`config.mk`:
```
export PLATFORM = sky130hd
export DESIGN_NAME = bcd_binary_alu_adc_sbc_arr
export DESIGN_NICKNAME = d
export VERILOG_FILES = /design/src/hw/rtl/bcdalu_pkg.sv /design/src/hw/rtl/bcd_binary_alu_adc_sbc_arr.sv
export SDC_FILE = /design/constraint.sdc
export NUM_CORES = 1
export LEC_CHECK = 0
export BUFFER_PORTS_ARGS = -buffer_cell sky130_fd_sc_hd__buf_4
export CAP_MARGIN = 10
export CORE_AREA = 2 2 107 109
export DETAILED_ROUTE_END_ITERATION = 8
export DIE_AREA = 0 0 109 111
export PLACE_DENSITY = 0.72
export SLEW_MARGIN = 10
export SYNTH_ARGS = -nofsm -noshare
export SYNTH_HDL_FRONTEND = slang
export SYNTH_SLANG_ARGS = --single-unit
```
`constraint.sdc`:
```
create_clock -name clk_i -period 7.1 [get_ports clk_i]
set_input_delay 1.42 -clock clk_i [delete_from_list [all_inputs] [get_ports clk_i]]
set_output_delay 1.42 -clock clk_i [all_outputs]
set_load 0.01 [all_outputs]
```
`src/hw/rtl/bcdalu_pkg.sv`:
```
// bcdalu_pkg: transaction types, command codes and bcd constants
// for the accumulator arithmetic unit; no dependencies
package bcdalu_pkg;

  typedef enum logic [1:0] {
    CmdAdc = 2'd0,
    CmdSbc = 2'd1,
    CmdArr = 2'd2,
    CmdNop = 2'd3
  } cmd_e;

  typedef struct packed {
    cmd_e       command;
    logic [7:0] acc_in;
    logic [7:0] operand;
    logic       carry_in;
    logic       decimal_mode;
  } in_t;

  typedef struct packed {
    logic [7:0] acc_out;
    logic       carry_out;
    logic       zero_flag;
    logic       negative_flag;
    logic       overflow_flag;
  } out_t;

  localparam logic [3:0] BcdDigitMax = 4'h9;
  localparam logic [3:0] BcdAdjust   = 4'h6;
  localparam logic [4:0] ArrFixLimit = 5'h05;

endpackage

```
`src/hw/rtl/bcd_binary_alu_adc_sbc_arr.sv`:
```
// pipeline: a transaction passes the three register stages s1, s2 and s3 before its result is output
// throughput: one transaction per cycle; a stalled output backs up stage by stage
// reset: rst_ni asynchronous active low clears the stage valid bits only
// bcd_binary_alu_adc_sbc_arr: 8-bit adc/sbc/arr unit with nmos decimal flag rules
// depends on bcdalu_pkg
module bcd_binary_alu_adc_sbc_arr
  import bcdalu_pkg::*;
(
  input  logic clk_i,
  input  logic rst_ni,
  input  logic in_valid_i,
  output logic in_ready_o,
  input  in_t  in_data_i,
  output logic out_valid_o,
  input  logic out_ready_i,
  output out_t out_data_o
);

  typedef struct packed {
    in_t        op;
    logic [8:0] sum;
    logic [8:0] diff;
    logic [4:0] adc_lo;
    logic [4:0] sbc_lo;
  } s1_t;

  typedef struct packed {
    in_t        op;
    logic [8:0] sum;
    logic [8:0] diff;
    logic [8:0] adc_r;
    logic [3:0] sbc_lo;
    logic [4:0] sbc_hi;
    out_t       arr_res;
  } s2_t;

  logic v1_q, v2_q, v3_q;
  logic rdy1, rdy2, rdy3;
  s1_t  s1_d, s1_q;
  s2_t  s2_d, s2_q;
  out_t s3_d, s3_q;

  assign rdy3       = !v3_q || out_ready_i;
  assign rdy2       = !v2_q || rdy3;
  assign rdy1       = !v1_q || rdy2;
  assign in_ready_o = rdy1;

  // stage 1: binary sum and difference, low nibble of the decimal forms
  logic [5:0] lo6;
  always_comb begin
    s1_d.op   = in_data_i;
    s1_d.sum  = {1'b0, in_data_i.acc_in} + {1'b0, in_data_i.operand}
              + 9'(in_data_i.carry_in);
    s1_d.diff = {1'b0, in_data_i.acc_in} - {1'b0, in_data_i.operand}
              - 9'(!in_data_i.carry_in);
    lo6 = {2'b0, in_data_i.acc_in[3:0]} + {2'b0, in_data_i.operand[3:0]}
        + 6'(in_data_i.carry_in);
    if (lo6 > {2'b0, BcdDigitMax}) begin
      lo6 = lo6 + {2'b0, BcdAdjust};
    end
    s1_d.adc_lo = {(lo6 > 6'h0f), lo6[3:0]};
    s1_d.sbc_lo = {1'b0, in_data_i.acc_in[3:0]} - {1'b0, in_data_i.operand[3:0]}
                - 5'(!in_data_i.carry_in);
  end

  // stage 2: decimal high part and the whole arr result
  logic [7:0] m;
  logic [7:0] r;
  logic       fix_lo, fix_hi;
  always_comb begin
    s2_d.op     = s1_q.op;
    s2_d.sum    = s1_q.sum;
    s2_d.diff   = s1_q.diff;
    s2_d.adc_r  = {5'b0, s1_q.adc_lo[3:0]}
                + {1'b0, s1_q.op.acc_in[7:4], 4'b0}
                + {1'b0, s1_q.op.operand[7:4], 4'b0}
                + (s1_q.adc_lo[4] ? 9'h010 : 9'h000);
    s2_d.sbc_lo = s1_q.sbc_lo[4] ? (s1_q.sbc_lo[3:0] - BcdAdjust) : s1_q.sbc_lo[3:0];
    s2_d.sbc_hi = {1'b0, s1_q.op.acc_in[7:4]} - {1'b0, s1_q.op.operand[7:4]}
                - 5'(s1_q.sbc_lo[4]);

    m      = s1_q.op.acc_in & s1_q.op.operand;
    r      = {s1_q.op.carry_in, m[7:1]};
    fix_lo = ({1'b0, m[3:0]} + {4'b0, m[0]}) > ArrFixLimit;
    fix_hi = ({1'b0, m[7:4]} + {4'b0, m[4]}) > ArrFixLimit;
    if (s1_q.op.decimal_mode) begin
      s2_d.arr_res.acc_out       = {fix_hi ? (r[7:4] + BcdAdjust) : r[7:4],
                                    fix_lo ? (r[3:0] + BcdAdjust) : r[3:0]};
      s2_d.arr_res.carry_out     = fix_hi;
      s2_d.arr_res.negative_flag = s1_q.op.carry_in;
      s2_d.arr_res.overflow_flag = r[6] ^ m[6];
    end else begin
      s2_d.arr_res.acc_out       = r;
      s2_d.arr_res.carry_out     = r[6];
      s2_d.arr_res.negative_flag = r[7];
      s2_d.arr_res.overflow_flag = r[6] ^ r[5];
    end
    s2_d.arr_res.zero_flag = (r == 8'h00);
  end

  // stage 3: decimal adc high adjust, flags and result select
  logic [9:0] adc_dec;
  logic [7:0] a, v;
  always_comb begin
    a       = s2_q.op.acc_in;
    v       = s2_q.op.operand;
    adc_dec = {1'b0, s2_q.adc_r}
            + ((s2_q.adc_r[8:4] > {1'b0, BcdDigitMax}) ? 10'h060 : 10'h000);
    unique case (s2_q.op.command)
      CmdAdc: begin
        s3_d.zero_flag = (s2_q.sum[7:0] == 8'h00);
        if (s2_q.op.decimal_mode) begin
          s3_d.acc_out       = adc_dec[7:0];
          s3_d.carry_out     = |adc_dec[9:8];
          s3_d.negative_flag = s2_q.adc_r[7];
          s3_d.overflow_flag = ~(a[7] ^ v[7]) & (a[7] ^ s2_q.adc_r[7]);
        end else begin
          s3_d.acc_out       = s2_q.sum[7:0];
          s3_d.carry_out     = s2_q.sum[8];
          s3_d.negative_flag = s2_q.sum[7];
          s3_d.overflow_flag = ~(a[7] ^ v[7]) & (a[7] ^ s2_q.sum[7]);
        end
      end
      CmdSbc: begin
        s3_d.zero_flag     = (s2_q.diff[7:0] == 8'h00);
        s3_d.carry_out     = !s2_q.diff[8];
        s3_d.negative_flag = s2_q.diff[7];
        s3_d.overflow_flag = (a[7] ^ v[7]) & (a[7] ^ s2_q.diff[7]);
        s3_d.acc_out       = s2_q.op.decimal_mode ?
            {(s2_q.sbc_hi[4] ? (s2_q.sbc_hi[3:0] - BcdAdjust) : s2_q.sbc_hi[3:0]),
             s2_q.sbc_lo} : s2_q.diff[7:0];
      end
      CmdArr: begin
        s3_d = s2_q.arr_res;
      end
      default: begin
        s3_d.acc_out       = a;
        s3_d.carry_out     = s2_q.op.carry_in;
        s3_d.zero_flag     = (a == 8'h00);
        s3_d.negative_flag = a[7];
        s3_d.overflow_flag = 1'b0;
      end
    endcase
  end

  always_ff @(posedge clk_i or negedge rst_ni) begin
    if (!rst_ni) begin
      v1_q <= 1'b0;
      v2_q <= 1'b0;
      v3_q <= 1'b0;
    end else begin
      if (rdy1) v1_q <= in_valid_i;
      if (rdy2) v2_q <= v1_q;
      if (rdy3) v3_q <= v2_q;
    end
  end

  always_ff @(posedge clk_i) begin
    if (rdy1 && in_valid_i) s1_q <= s1_d;
    if (rdy2 && v1_q) s2_q <= s2_d;
    if (rdy3 && v2_q) s3_q <= s3_d;
  end

  assign out_valid_o = v3_q;
  assign out_data_o  = s3_q;

endmodule

```
==> flow_summary.toml, run 1 <==
[clocking]
cts.clk_slew.worst_paths_ps = 50
worstSkewPairLatency_ps = 400
numCtsBuffers = 17
clk_path_buf_depth = 2
cts.sinks = 116
hold_buffers = 0
cts_tree = "yes"
cts_root_buffer = "clkbuf_16"
postCtsSetupBuffers = 0
cts.htree.levels = 4
cts_resized = 0

[min_path]
hold_path_end = "s2_q[24]"
min_delay_path_depth = 0
holdCritPathClass = "reg -> reg"
hold_start = "s1_q[8]"

[final_layout]
final_area_sq_um = 6884
fin_nets = 560
antenna_cells = 0
syn_to_final_growth_pct = 16.94
drive_gt1_share_pct = 16.94

[run_status]
status = "completed"

[timing]
fmax_mhz = 294.1
fin_setup_tns_ps = 0
fin_crit_ps = 3401
final-hold-violation-count = 0
worstMarginPinSlew_ps = 1009
setup_viol = 0
min_period_over_period_pct = 47.90
maxSlewHeadroom_pct = 32.71
slew_violations = 0
rsz0062_at_grt = "false"
skew_ps = 8.029

[synthesis]
async_flop_share_pct = 2.586
yosysWarnings = 0
yosysTopAreaCell = "edfxtp_1"
ys.flop_type = "edfxtp_1"
syn_nets = 510
ys_ff_latch = 116
synth_area_sq_um = 5887
synth_top_area_share_pct = 57.64
ys_top_cells_by_area = "edfxtp_1 (58%), ha_1 (9.4%), inv_1 (3.6%)"
synth_cell_types = 46
synth_edf_count = 113
synth.avg_cell_area_sq_um = 13.60
syn_inst = 433
yosysSeqAreaShare_pct = 58.92

[global_routing]
grt_pass1_vias = 3562
grt_max_degree = 59
grt_pass1_wl_um = 17570
overflow = 0
grt_usage_pct = 19.59
antenna_found_initial = 0

[route]
vias_per_cell = 5.529
vias = 3533
totalWireLength_um = 10840
drc = 0
drt-pass1-iter-count = 5
ant_nets = 0
avgRoutedWirePerCell_um = 16.96
first_iter_violations = 218

[worst_setup_path]
timing.rr.start = "s1_q[4]"
cpMaxStageDelayCell = "buf_4"
r2r-end = "s2_q[16]"
cpPeakStageDelay_ps = 170
crit_chain = "buf_4, nor2b_1, nand3_1, buf_4"
cp-end-kind = "output port"
r2r_cells = 9
crit_type = "in -> out"
critical-path-top-delay-family = "buffers and inverters"
regToRegSetupSlack_ps = 4380
path_buf_inv = 2
arrival_ps = 1980
crit_top_cell = "buf_4"
cp_max_fo = 3
cp.required_ps = 5680
startpoint_type = "primary input"
crit_path_start = "out_ready_i"

[place]
numPortBuffers = 37
gpl.final_weighted_congestion = 0.8047
dp_hpwl_um = 7855
post_dp_cell_area_sq_um = 6311

[flow_run]
cap_violations = 0

[power_and_ir_drop]
p_leak_uw = 0.002787
vdd_ir_drop_max_uv = 154.9
powerDensity_nw_per_um2 = 301.5

[floorplan]
fp.coreArea_sq_um = 11080
rows = 39
io_pins = 38
die_area_sq_um = 12100
die_w_um = 109
die_h_um = 111
initial_core_util_pct = 53.15
==> power by group <==
| part | internal (uW) | switching (uW) |
|---|---|---|
| clock | 543 | 279 |
| sequential | 877 | 50.4 |
| combinational | 148 | 179 |
==> cells in the mapped netlist (3+ instances only) <==
| master | instances |
|---|---|
| nor4_1 | 8 |
| a22oi_1 | 3 |
| buf_2 | 4 |
| ha_1 | 44 |
| a21o_1 | 4 |
| fa_1 | 9 |
| a21oi_1 | 19 |
| xnor2_1 | 19 |
| nand3_1 | 6 |
| nor2_1 | 15 |
| xor2_1 | 11 |
| edfxtp_1 | 113 |
| o21ai_0 | 19 |
| nor3_1 | 3 |
| inv_1 | 56 |
| o211ai_1 | 3 |
| mux4_2 | 8 |
| nand2b_1 | 10 |
| mux2_2 | 3 |
| and2_1 | 6 |
| dfrtp_1 | 3 |
| mux2i_1 | 8 |
| nand2_1 | 21 |
| a31oi_1 | 7 |
==> layout by cell type, fill, tap and decap left out, types with 3 or more instances in the layout <==
| cell type | Yosys | final |
|---|---|---|
| clkinv_1 | 0 | 3 |
| nor4_1 | 8 | 8 |
| nand2_1 | 21 | 21 |
| nor2_1 | 15 | 15 |
| ha_1 | 44 | 44 |
| clkinv_2 | 0 | 6 |
| and2_1 | 6 | 4 |
| xor2_1 | 11 | 11 |
| a31oi_1 | 7 | 7 |
| a21o_1 | 4 | 4 |
| clkbuf_16 | 0 | 17 |
| nand2b_1 | 10 | 10 |
| nand3_1 | 6 | 6 |
| a21oi_1 | 19 | 19 |
| dfrtp_1 | 3 | 3 |
| mux2i_1 | 8 | 8 |
| fa_1 | 9 | 9 |
| inv_1 | 56 | 56 |
| edfxtp_1 | 113 | 113 |
| a22oi_1 | 3 | 3 |
| nor3_1 | 3 | 3 |
| xnor2_1 | 19 | 19 |
| buf_4 | 0 | 39 |
| o211ai_1 | 3 | 3 |
| bufinv_16 | 0 | 3 |
| mux4_2 | 8 | 8 |
| o21ai_0 | 19 | 19 |
| mux2_2 | 3 | 3 |
==> worst max-delay path by stage <==
stage | slack [ps] | depth (start not counted) | to
2_1_floorplan | 3700 | 8 | s1_q[7]
3_3_place_gp | 3480 | 10 | s1_q[17]
3_5_place_dp | 3370 | 9 | s1_q[7]
4_1_cts | 3700 | 4 | in_ready_o
5_1_grt | 3570 | 9 | s1_q[7]
6_report | 3700 | 4 | in_ready_o
==> metrics by stage <==
| stage | power [uW] | hold slack, ps | utilization (%) | std cells | setup slack (ps) |
|---|---|---|---|---|---|
| 2_1_floorplan | 1155 | 400.3 | - | 433 | 3697 |
| 3_3_place_gp | 1243 | 403.5 | 56.97 | 607 | 3482 |
| 3_5_place_dp | 1262 | 405.4 | 56.97 | 607 | 3372 |
| 4_1_cts | 2087 | 418.0 | 62.15 | 639 | 3699 |
| 5_1_grt | 2168 | 420.4 | 62.15 | 639 | 3571 |
| 6_report | 2076 | 417.0 | 62.15 | 639 | 3699 |
==> sequential cells by signal, indices dropped and copies added, names as in the netlist <==
name / count
v1_q: 1
v: 1
s2_q: 49
s1_q: 42
v2_q: 1
a: 8
out_data_o: 12
out_valid_o: 1
r: 1
==> metal layers <==
| layer | vias up | track usage [%] | share of wire, % |
|---|---|---|---|
| li1 | 1676 | - | - |
| met1 | 1714 | 24.06 | 41 |
| met2 | 114 | 32.30 | 51 |
| met3 | 29 | 4.350 | 4.8 |
| met4 | 0 | 9.744 | 3.2 |
| met5 | - | 0 | 0 |
==> logic make-up after synthesis <==
group / after synthesis / synth area share [%]
and+or+nand+nor: 83 / 7.397
AOI/OAI and AO/OA: 68 / 7.396
adders and majority gates: 53 / 12.41
muxes: 19 / 4.995
xor gates and xnor gates: 30 / 4.463
buffers and inverters: 64 / 4.421
DFF: 116 / 58.92
==> final cells by class <==
cell class              count  area [sq um]
clock buffers              19         432.9
inverters                  56         210.2
well taps                 143         178.9
fillers                   818          4193
repair buffers             39         292.8
clock inverters            13         140.1
multi-input cells         253          2161
flip-flops and latches    116          3468
Note: power is estimated with default switching activity, not from simulation.
==> inputs of run 2 (changes only) <==
Clock period 7.1 ns to 3.27 ns, I/O delays scaled along.
==> run 2 against run 1 <==
Combinational power is 120% higher. Sequential power is 120% higher. Critical endpoint is now s2_q[16]. First-iteration DRC count is 11% higher. Die area stayed put. Clock-buffer cell count is 3 higher. Register-to-register slack worse by 3900 ps. Total power is 120% higher. Cell area is 0.36% higher. Critical path depth is 5 higher. Final cell count stayed put.
==> flow_summary.toml, run 2 (synthesized netlist as in run 1, its figures left out) <==
[run_status]
status = "completed"

[global_routing]
grt_usage_pct = 19.96
grt_max_degree = 50
grt_pass1_wl_um = 17750
overflow = 0
grt_pass1_vias = 3611
antenna_found_initial = 0

[route]
wl_met1_um = 4464
dr_wl_met2_um = 5620
avgRoutedWirePerCell_um = 17.00
vias = 3447
top_layer = "met4"
ant_nets = 0
wl_met3_um = 528
drt-pass1-iter-count = 4
totalWireLength_um = 10860
vias_per_cell = 5.394
first_iter_violations = 243
drc = 0

[timing]
fmax_mhz = 363.0
skew_ps = 11.64
fin_setup_tns_ps = 0
maxSlewHeadroom_pct = 33.03
min_period_over_period_pct = 84.26
final-hold-violation-count = 0
rsz0062_at_grt = "false"
worstMarginPinSlew_ps = 1005
fin_crit_ps = 2755
setup_viol = 0
slew_violations = 0

[place]
gpl.final_weighted_congestion = 0.8270
numPortBuffers = 37
dp_hpwl_um = 7926

[worst_setup_path]
cp-end-kind = "flip-flop"
r2r-end = "s2_q[16]"
cp_max_fo = 4
r2r_cells = 9
arrival_ps = 2900
regToRegSetupSlack_ps = 510
crit_type = "reg -> reg"
cp.required_ps = 3410
cpMaxStageDelayCell = "fa_1"
timing.rr.start = "s1_q[4]"
cpPeakStageDelay_ps = 580
crit_chain = "inv_1, fa_1, inv_1, ha_1, or2_2, fa_1, nand2b_1, a21oi_1, xor2_1"
startpoint_type = "flip-flop"

[clocking]
cts.htree.levels = 4
numCtsBuffers = 17
hold_buffers = 0
clk_path_buf_depth = 2
postCtsSetupBuffers = 0
cts_resized = 0
cts.clk_slew.worst_paths_ps = 50
worstSkewPairLatency_ps = 410
cts_tree = "yes"
cts_root_buffer = "clkbuf_16"
cts.sinks = 116

[floorplan]
fp.coreArea_sq_um = 11080
die_w_um = 109
die_area_sq_um = 12100
rows = 39
io_pins = 38
initial_core_util_pct = 53.15
die_h_um = 111

[flow_run]
cap_violations = 0

[final_layout]
largest_reg_flops = 49
syn_to_final_growth_pct = 17.36
nFillCells = 813
final_core_util_pct = 62.37
drive_gt1_share_pct = 17.14
final_cell_mix = "edfxtp_1 (113), inv_1 (56), ha_1 (44)"
fin_nets = 560
antenna_cells = 0
largest-register = "s2_q"
final_common_cell = "edfxtp_1"

[power_and_ir_drop]
powerDensity_nw_per_um2 = 658.6
p_leak_uw = 0.002793
vdd_ir_drop_max_uv = 320.4

[min_path]
holdCritPathClass = "in -> async"
-- run 2: changes by cell type in the layout (fill, tap and decap cells not counted), sizes merged --
| cell | before | now |
|---|---|---|
| clkinv | 10 | 6 |
| clkinvlp | 0 | 1 |
| clkbuf | 19 | 22 |
-- run 2: how the worst max path moves through the flow --
stage	from	end	slack, ps
3_3_place_gp	in_data_i[1]	s1_q[17]	410
6_report	s1_q[4]	s2_q[16]	510
5_1_grt	s1_q[4]	s2_q[16]	400
4_1_cts	s1_q[4]	s2_q[16]	510
3_5_place_dp	in_data_i[1]	s1_q[7]	330
2_1_floorplan	in_data_i[1]	s1_q[7]	630
-- run 2: area by class of cell --
type                    instances  area [sq um]  area share, %
repair buffers                 39         305.3          4.419
clock inverters                10         131.4          1.901
well taps                     143         178.9          2.590
multi-input cells             253          2161          31.27
inverters                      56         210.2          3.042
flip-flops and latches        116          3468          50.20
clock buffers                  22         454.2          6.574
-- run 2: worst max-delay path, delay by kind of cell, from the launching register on --
| kind | cells | cell delay, ps |
|---|---|---|
| fa+ha+maj | 3 | 1160 |
| simple gates | 2 | 480 |
| xor+xnor | 1 | 100 |
| compound gates | 1 | 170 |
| buf+inv | 2 | 150 |
| flops | 1 | 430 |
-- run 2: metrics by stage --
stage | setup WS, ps | cell area, sq um | instances | hold WS, ps | power (uW)
detailed placement | 328.7 | 6324 | 607 | 407.2 | 2745
finish | 514.8 | 6909 | 639 | 22.02 | 4551
global placement | 414.0 | 6324 | 607 | 404.4 | 2703
global route | 396.6 | 6909 | 639 | 4.836 | 4746
floorplan | 633.5 | 5887 | 433 | 358.4 | 2508
CTS | 507.5 | 6909 | 639 | 8.872 | 4576
-- run 2: where the power goes --
part / total [uW] / leakage [uW] / switching [uW] / internal, uW
logic: 704 / 0.00138 / 379 / 326
registers: 2020 / 0.00113 / 114 / 1900
clock network: 1830 / 0.000288 / 619 / 1210
total: 4550 / 0.00279 / 1110 / 3440
-- run 2: layer usage --
layer / vias up / track usage (%)
li1: 1673 / -
met1: 1658 / 24.38
met2: 97 / 32.05
met3: 19 / 5.820
met4: 0 / 10.00
met5: - / 0
